### config.mk
export PLATFORM = sky130hd
export DESIGN_NAME = running_median_filter
export DESIGN_NICKNAME = d
export VERILOG_FILES = /design/src/rtl/rmf_pkg.sv /design/src/rtl/running_median_filter.sv
export VERILOG_INCLUDE_DIRS = /design/src /design/src/rtl
export SDC_FILE = /design/constraint.sdc
export NUM_CORES = 1
export LEC_CHECK = 0
export BUFFER_PORTS_ARGS = -buffer_cell sky130_fd_sc_hd__buf_2
export CORE_MARGIN = 2
export CORE_UTILIZATION = 45
export DETAILED_ROUTE_END_ITERATION = 10
export PLACE_DENSITY = 0.69
export REMOVE_ABC_BUFFERS = 1
export SLEW_MARGIN = 20
export SYNTH_ARGS = -nofsm -noshare
export SYNTH_HDL_FRONTEND = slang
export SYNTH_SLANG_ARGS = --single-unit
### constraint.sdc
create_clock -name clk_i -period 4.72 [get_ports clk_i]
set_input_delay 0.708 -clock clk_i [delete_from_list [all_inputs] [get_ports clk_i]]
set_output_delay 0.708 -clock clk_i [all_outputs]
set_load 0.005 [all_outputs]
### src/rtl/running_median_filter_macros.svh
// Assertion macros for the running median filter.
`ifndef RUNNING_MEDIAN_FILTER_MACROS_SVH
`define RUNNING_MEDIAN_FILTER_MACROS_SVH

`ifndef SYNTHESIS

// Check a property on every clock edge, ignored while reset is asserted.
`define RMF_ASSERT(lbl, prop, msg) \
  lbl: assert property (@(posedge clk_i) disable iff (!rst_ni) prop) else $error(msg);

// Check a property on every clock edge, reset included.
`define RMF_ASSERT_ALWAYS(lbl, prop, msg) \
  lbl: assert property (@(posedge clk_i) prop) else $error(msg);

`else

`define RMF_ASSERT(lbl, prop, msg)
`define RMF_ASSERT_ALWAYS(lbl, prop, msg)

`endif

`endif

### src/rtl/rmf_pkg.sv
package rmf_pkg;

  // Window geometry
  localparam int WINDOW_LEN = 5;
  localparam int SLOT_W     = $clog2(WINDOW_LEN);
  localparam int RANK_W     = $clog2(WINDOW_LEN);
  localparam int MID_RANK   = WINDOW_LEN / 2;

  // Sample format
  localparam int SAMPLE_W = 16;

  typedef logic signed [SAMPLE_W-1:0] sample_t;
  typedef logic [SLOT_W-1:0]          slot_t;
  typedef logic [RANK_W-1:0]          rank_t;

endpackage

### src/rtl/running_median_filter.sv
// A request accepted is written into the window registers; the rank-compare
// network picks its median, which the output register captures for median_o.
// Throughput: one sample per cycle while out_stall_i is low; a stall backs up
// through both stages to in_stall_o and holds the sender.
// Reset (rst_ni low, asynchronous): window cleared to zero, write slot to zero,
// both pipeline stages empty.
`include "running_median_filter_macros.svh"

module running_median_filter (
  input  logic             clk_i,
  input  logic             rst_ni,
  input  logic             in_valid_i,
  output logic             in_stall_o,
  input  rmf_pkg::sample_t sample_i,
  output logic             out_valid_o,
  input  logic             out_stall_i,
  output rmf_pkg::sample_t median_o
);
  import rmf_pkg::*;

  localparam slot_t LAST_SLOT = slot_t'(WINDOW_LEN - 1);
  localparam rank_t MID       = rank_t'(MID_RANK);

  sample_t hist_q [WINDOW_LEN];
  slot_t   write_slot_q;
  slot_t   slot_d;
  logic    win_valid_q;
  logic    out_valid_q;
  sample_t median_q;
  sample_t median_d;
  logic    out_ready;
  logic    win_ready;
  logic    in_acc;
  rank_t   rank [WINDOW_LEN];

  // Handshake: output stage frees when taken, window stage when it moves on
  assign out_ready  = !out_valid_q || !out_stall_i;
  assign win_ready  = !win_valid_q || out_ready;
  assign in_stall_o = !win_ready;
  assign in_acc     = in_valid_i && win_ready;

  // Advance the write slot with wrap
  assign slot_d = (write_slot_q == LAST_SLOT) ? '0 : write_slot_q + 1'b1;

  // Rank each entry: smaller values first, equal values ordered by slot
  always_comb begin
    logic [WINDOW_LEN-1:0] below;
    for (int i = 0; i < WINDOW_LEN; i++) begin
      below = '0;
      for (int j = 0; j < WINDOW_LEN; j++) begin
        if (j != i) begin
          below[j] = (hist_q[j] < hist_q[i]) || ((hist_q[j] == hist_q[i]) && (j < i));
        end
      end
      rank[i] = rank_t'($countones(below));
    end
  end

  // Pick the entry whose rank is the middle one
  always_comb begin
    median_d = '0;
    for (int i = 0; i < WINDOW_LEN; i++) begin
      median_d = median_d | ((rank[i] == MID) ? hist_q[i] : '0);
    end
  end

  // Write the sample into the window and mark the window stage full
  always_ff @(posedge clk_i or negedge rst_ni) begin
    if (!rst_ni) begin
      for (int i = 0; i < WINDOW_LEN; i++) begin
        hist_q[i] <= '0;
      end
      write_slot_q <= '0;
      win_valid_q  <= 1'b0;
    end else begin
      if (in_acc) begin
        hist_q[write_slot_q] <= sample_i;
        write_slot_q         <= slot_d;
      end
      if (win_ready) begin
        win_valid_q <= in_acc;
      end
    end
  end

  // Hold the result until taken
  always_ff @(posedge clk_i or negedge rst_ni) begin
    if (!rst_ni) begin
      out_valid_q <= 1'b0;
    end else if (out_ready) begin
      out_valid_q <= win_valid_q;
    end
  end

  always_ff @(posedge clk_i) begin
    if (out_ready && win_valid_q) begin
      median_q <= median_d;
    end
  end

  assign out_valid_o = out_valid_q;
  assign median_o    = median_q;

  `RMF_ASSERT_ALWAYS(a_slot_range, (write_slot_q <= LAST_SLOT), "write slot out of range")
  `RMF_ASSERT(a_acc_fills_window, (in_acc |=> win_valid_q), "accepted request lost")
  `RMF_ASSERT(a_slot_step, (in_acc |=> (write_slot_q == $past(slot_d))), "slot did not advance")
  `RMF_ASSERT(a_slot_hold, (!in_acc |=> $stable(write_slot_q)), "slot moved without request")
  `RMF_ASSERT(a_win_to_out, ((win_valid_q && out_ready) |=> out_valid_q), "result dropped")

endmodule

==> impl_metrics.env, run 1 <==
export IMPL_status="finished, final reports clean"
export IMPL_wl_um=22700
export IMPL_firstDrtPassIters=5
export IMPL_final_common_cell="ha_1"
export IMPL_crit_arrival_ps=4740
export IMPL_finalWorstPathRequiredPeriod_ps=4510
export IMPL_critPathCaptureType="register"
export IMPL_drtIter0Drc=597
export IMPL_ys_async_sr_fraction_pct=84.2
export IMPL_critPathLaunch="hist_q[69]"
export IMPL_r2r_slack_ps=210
export IMPL_crit_buf_inv=1
export IMPL_overflow=0
export IMPL_finalCritPeriodShare_pct=95.6
export IMPL_post_place_cells=1049
export IMPL_cts_tree="done"
export IMPL_final_hold_viol_count=0
export IMPL_setup_ws_ps=206
export IMPL_synth_compound_area_share_pct=14.2
export IMPL_final_cell_area_mm2=0.00912
export IMPL_cts_resized=0
export IMPL_synth_xor_area_share_pct=0.213
export IMPL_cts_root_buf="clkbuf_16"
export IMPL_setup_viol=0
export IMPL_detail_route_wl_per_cell_um=21.3
export IMPL_chipHeight_um=139
export IMPL_crit_path_top_delay_cell="nor3b_2"
export IMPL_netlist_area_mm2=0.00821
export IMPL_postRouteAntennaNets=0
export IMPL_grt_pass1_wl_um=35800
export IMPL_track_usage_pct=24.0
export IMPL_worst_path_stages=15
export IMPL_yosys_area_top_type="ha_1"
export IMPL_postCtsHoldBufs=0
export IMPL_ys_types=45
export IMPL_stdcell_count=1065
export IMPL_vias=6476
export IMPL_antenna_found_initial=1
export IMPL_cts_sinks=101
export IMPL_max_clock_path_buffers=2
export IMPL_min_path_type="in2async"
export IMPL_synth_adder_area_share_pct=27.3
export IMPL_drcViolationCount=0
export IMPL_layout_drive_gt1_share_pct=20.5
export IMPL_dp_hpwl_um=17100
export IMPL_dpl_cell_area_mm2=0.00881
export IMPL_tns_ps=0
export IMPL_cpPeakStageDelay_ps=700
export IMPL_r2r_cells=15
export IMPL_n_antenna_cell=0
export IMPL_synth_top_family_by_area="adder cells"
export IMPL_cts_setup_buffers=0
export IMPL_endpoint="median_o[5]"
export IMPL_critPathMaxFanout=9
export IMPL_pre_cts_ws_ps=292
export IMPL_skew_ps=11.6
export IMPL_htree_levels=3
export IMPL_numPortBuffers=37
export IMPL_synth_mux_area_share_pct=12.3
export IMPL_slew_headroom_pct=24.5
export IMPL_ys_top_cells_by_area="ha_1, dfrtp_1, mux2_2"
export IMPL_gp_congestion=0.984
export IMPL_cp_data_required_time_ps=4950
export IMPL_grt_max_degree=86
export IMPL_startpoint_type="register"
export IMPL_rsz0062_at_grt="false"
export IMPL_synthCells=775
export IMPL_worst_pin_slew_ps=1130
export IMPL_final_cell_mix="ha_1, mux2_2, dfrtp_1, inv_1, a21o_1"
export IMPL_synth_simple_area_share_pct=9.88
export IMPL_cts_buffers=9
export IMPL_initial_utilization_pct=45.8
export IMPL_syn_area_per_cell_um2=10.6
export IMPL_die_w_um=139
export IMPL_io_pins=38
export IMPL_ys_warn_count=0
export IMPL_synth_edff_count=16
export IMPL_critPathKind="reg2reg"
export IMPL_grt_pass1_vias=6401
export IMPL_maxCapViolCount=0
export IMPL_rows=49
export IMPL_clock_latency_ps=370
export IMPL_cp_cell_sequence="ha_1 -> a21o_1 -> a21o_1 -> a21oi_1 -> o21ai_0 -> a221oi_1 -> mux2_2 -> ha_1 -> xnor2_1 -> ha_1 -> ha_1 -> nor3b_2 -> buf_4 -> a222oi_1 -> nand2_1"
export IMPL_synthFlopType="dfrtp_1"
export IMPL_yosysSeqAreaShare_pct=31.8
export IMPL_synth_top_cell_area_share_pct=26.5
export IMPL_nNetsFinal=1028
export IMPL_dieArea_mm2=0.0193
export IMPL_r2r_start="hist_q[69]"
export IMPL_clk_pin_slew_ps=80
export IMPL_slew_violations=0
export IMPL_cp_common_cell="ha_1"
export IMPL_core_area_mm2=0.0179
export IMPL_worst_r2r_endpoint="median_o[5]"
export IMPL_syn2layout_area_growth_pct=11.1
export IMPL_path_delay_family="compound AO/OA/AOI/OAI gates"
export IMPL_max_freq_ghz=0.222
export IMPL_synth_seq_cells=101
export IMPL_viasPerCell=6.08
-- state kept, by name, summed over array words and instances, names as in the netlist --
name,cells
write_slot_q,3
median_o,16
win_valid_q,1
out_valid_o,1
hist_q,80
-- worst min-delay path by stage --
stage	start	endpoint
CTS	win_valid_q	out_valid_o
global placement	win_valid_q	out_valid_o
finish	rst_ni	hist_q[63]
floorplan	rst_ni	hist_q[0]
global route	rst_ni	hist_q[46]
detailed placement	win_valid_q	out_valid_o
-- routing by layer --
metal | wire [um] | global-route usage [%] | vias to the layer above
li1 | - | - | 3041
met4 | 862 | 9.57 | 0
met3 | 1480 | 4.80 | 61
met1 | 10100 | 32.8 | 3148
met2 | 10200 | 37.6 | 226
met5 | 0 | 0 | -
-- worst register-to-register path, cell delays in order (launching register included) --
cell      delay [ps]
dfrtp_1          460
ha_1             320
a21o_1           180
a21o_1           170
a21oi_1          140
o21ai_0          130
a221oi_1         430
mux2_2           380
ha_1             320
xnor2_1          140
ha_1             200
ha_1             260
nor3b_2          700
buf_4            320
a222oi_1         100
nand2_1          130
-- synthesized netlist by cell type (3+ instances only) --
master,n
a211oi_1,4
a21o_1,38
a21oi_1,37
a221oi_1,4
a222oi_1,16
a22oi_1,16
buf_2,5
clkbuf_1,6
dfrtp_1,85
edfxtp_1,16
fa_1,3
ha_1,174
inv_1,83
mux2_2,85
mux2i_1,5
nand2_1,33
nand2b_1,6
nand3_1,5
nand3_2,4
nand4_1,37
nor2_1,15
nor2b_1,15
nor3_1,8
nor3b_1,6
nor4_1,4
o211a_1,3
o211ai_1,4
o21a_1,11
o21ai_0,17
o21bai_1,3
or2_2,3
or4_1,5
-- per-stage QoR --
stage | hold WS (ps) | util (%)
6_report | 360 | 50.9
3_5_place_dp | 464 | 49.2
2_1_floorplan | 412 | -
5_1_grt | 470 | 50.9
3_3_place_gp | 456 | 49.2
4_1_cts | 484 | 50.9
-- final cells by class --
cell class | instances | area [um2]
tap | 229 | 287
multi-input combinational | 580 | 5280
clock buffer | 9 | 225
timing repair buffer | 56 | 334
sequential | 101 | 2610
inverter | 83 | 312
clock inverter | 7 | 76.3
fill | 1635 | 8790
-- kinds of logic (layout without fill, tap and decap cells) --
group                    after synthesis  after routing
buffers and inverters                 94            155
AO/OA/AOI/OAI                        165            165
adder cells (fa/ha/maj)              177            177
AND/OR/NAND/NOR                      146            146
flip-flops                           101            101
multiplexers                          90             90
XOR/XNOR                               2              2
Power of run 1 is left out: the tool's default activity adds up to more than one toggle a clock period on the data nets, which glitch-free logic cannot reach.
==> run 2, diff against run 1 <==
--- a/config.mk
+++ b/config.mk
@@ -8,11 +8,11 @@
 export LEC_CHECK = 0
 export BUFFER_PORTS_ARGS = -buffer_cell sky130_fd_sc_hd__buf_2
 export CORE_MARGIN = 2
-export CORE_UTILIZATION = 45
+export CORE_UTILIZATION = 40
 export DETAILED_ROUTE_END_ITERATION = 10
-export PLACE_DENSITY = 0.69
+export PLACE_DENSITY = 0.64
 export REMOVE_ABC_BUFFERS = 1
-export SLEW_MARGIN = 20
+export SLEW_MARGIN = 0
 export SYNTH_ARGS = -nofsm -noshare
 export SYNTH_HDL_FRONTEND = slang
 export SYNTH_SLANG_ARGS = --single-unit
==> impl_metrics.env, run 2 (same netlist as run 1, synthesis figures left out) <==
export IMPL_postCtsHoldBufs=0
export IMPL_grt_max_degree=44
export IMPL_die_w_um=147
export IMPL_cp_common_cell="ha_1"
export IMPL_cp_data_required_time_ps=4840
export IMPL_numPortBuffers=37
export IMPL_cts_buffers=9
export IMPL_layout_drive_gt1_share_pct=19.9
export IMPL_finalCritPeriodShare_pct=92.8
export IMPL_clk_pin_slew_ps=70
export IMPL_drtIter0Drc=511
export IMPL_max_freq_ghz=0.228
export IMPL_worst_pin_slew_ps=1050
export IMPL_cpPeakStageDelay_ps=610
export IMPL_grt_pass1_vias=6401
export IMPL_io_pins=38
export IMPL_dieArea_mm2=0.0217
export IMPL_critPathCaptureType="register"
export IMPL_slew_headroom_pct=29.8
export IMPL_gp_congestion=0.989
export IMPL_worst_r2r_endpoint="median_o[9]"
export IMPL_r2r_start="hist_q[15]"
export IMPL_grt_pass1_wl_um=37200
export IMPL_cts_root_buf="clkbuf_16"
export IMPL_critPathMaxFanout=7
export IMPL_antenna_found_initial=0
export IMPL_cts_resized=0
export IMPL_wl_um=23500
export IMPL_cp_cell_sequence="inv_1 -> ha_1 -> nand3_1 -> nor4_1 -> o21ai_0 -> nand4_1 -> mux2i_1 -> fa_1 -> inv_1 -> ha_1 -> ha_1 -> nor3b_4 -> buf_4 -> a222oi_1 -> nand2_1"
export IMPL_cts_sinks=101
export IMPL_dp_hpwl_um=17800
export IMPL_viasPerCell=5.79
export IMPL_cts_tree="done"
export IMPL_vias=6371
export IMPL_htree_levels=3
export IMPL_final_cell_mix="ha_1, mux2_2, dfrtp_1, inv_1, a21o_1"
export IMPL_track_usage_pct=22.5
export IMPL_rsz0062_at_grt="false"
export IMPL_final_hold_viol_count=0
export IMPL_firstDrtPassIters=7
export IMPL_detail_route_wl_per_cell_um=21.3
export IMPL_r2r_cells=15
export IMPL_r2r_slack_ps=340
export IMPL_critPathKind="reg2reg"
export IMPL_max_clock_path_buffers=2
export IMPL_maxCapViolCount=0
export IMPL_postRouteAntennaNets=0
export IMPL_syn2layout_area_growth_pct=11.2
export IMPL_drcViolationCount=0
export IMPL_finalWorstPathRequiredPeriod_ps=4380
export IMPL_nNetsFinal=1022
export IMPL_rows=52
export IMPL_clock_latency_ps=380
export IMPL_startpoint_type="register"
export IMPL_status="finished, final reports clean"
export IMPL_n_antenna_cell=0
export IMPL_crit_arrival_ps=4500
export IMPL_min_path_type="in2async"
export IMPL_cts_setup_buffers=0
export IMPL_slew_violations=0
export IMPL_largest_register_ffs=80
export IMPL_final_common_cell="ha_1"
export IMPL_setup_viol=0
export IMPL_skew_ps=9.51
export IMPL_top_register="hist_q"
export IMPL_initial_utilization_pct=40.7
export IMPL_crit_path_top_delay_cell="nor4_1"
export IMPL_core_area_mm2=0.0202
export IMPL_overflow=0
export IMPL_chipHeight_um=147
export IMPL_tns_ps=0
[run 2: changes by cell type in the layout (fill, tap and decap cells not counted)]
cell,change
buf_4,-5
bufinv_16,+1
clkinv_8,-1
inv_8,-2
clkinv_4,-1
clkinvlp_4,+1
clkinv_2,+1
inv_6,+1
buf_6,-1
[run 2: through the flow]
step	utilization [%]	worst slack, ps	hold WS, ps	std cells	instance area, um2
final	45.2	339	313	1100	9120
after global routing	45.2	167	365	1100	9120
after CTS	45.2	432	342	1100	9120
after detailed placement	43.7	444	462	1084	8820
after global placement	43.7	565	450	1084	8820
after floorplan	-	486	412	764	8160
[run 2: worst max-delay path by stage]
stage               startpoint      endpoint  slack (ps)  cells after the start
global placement    hist_q[57]  median_o[15]         570                     16
floorplan           hist_q[57]   median_o[0]         490                     15
finish              hist_q[15]   median_o[9]         340                     15
CTS                 hist_q[57]  median_o[15]         430                     15
detailed placement  hist_q[15]   median_o[3]         440                     15
global route        hist_q[15]   median_o[0]         170                     15
[run 2: worst max-delay path, delay by kind of cell (launching register included)]
kind | cells | cell delay, ps
simple gates | 5 | 1280
flops | 1 | 370
buf+inv | 3 | 360
fa+ha+maj | 4 | 1150
mux | 1 | 370
compound gates | 2 | 590
[run 2: metal layers]
metal | GRT usage, % | vias to the layer above | part of all wire (%)
met5 | 0 | - | 0
met4 | 5.87 | 0 | 1.5
met3 | 3.20 | 28 | 4.0
met2 | 36.6 | 163 | 47
met1 | 31.6 | 3150 | 48
li1 | - | 3030 | -
[run 2: area by class of cell]
type / instances / area (um2)
Clock buffer: 9 / 225
Timing Repair Buffer: 50 / 285
Fill cell: 1950 / 11000
Clock inverter: 7 / 80.1
Multi-Input combinational cell: 580 / 5280
Tap cell: 270 / 338
Sequential cell: 101 / 2610
Inverter: 83 / 312
Power of run 2 is left out for the same reason.
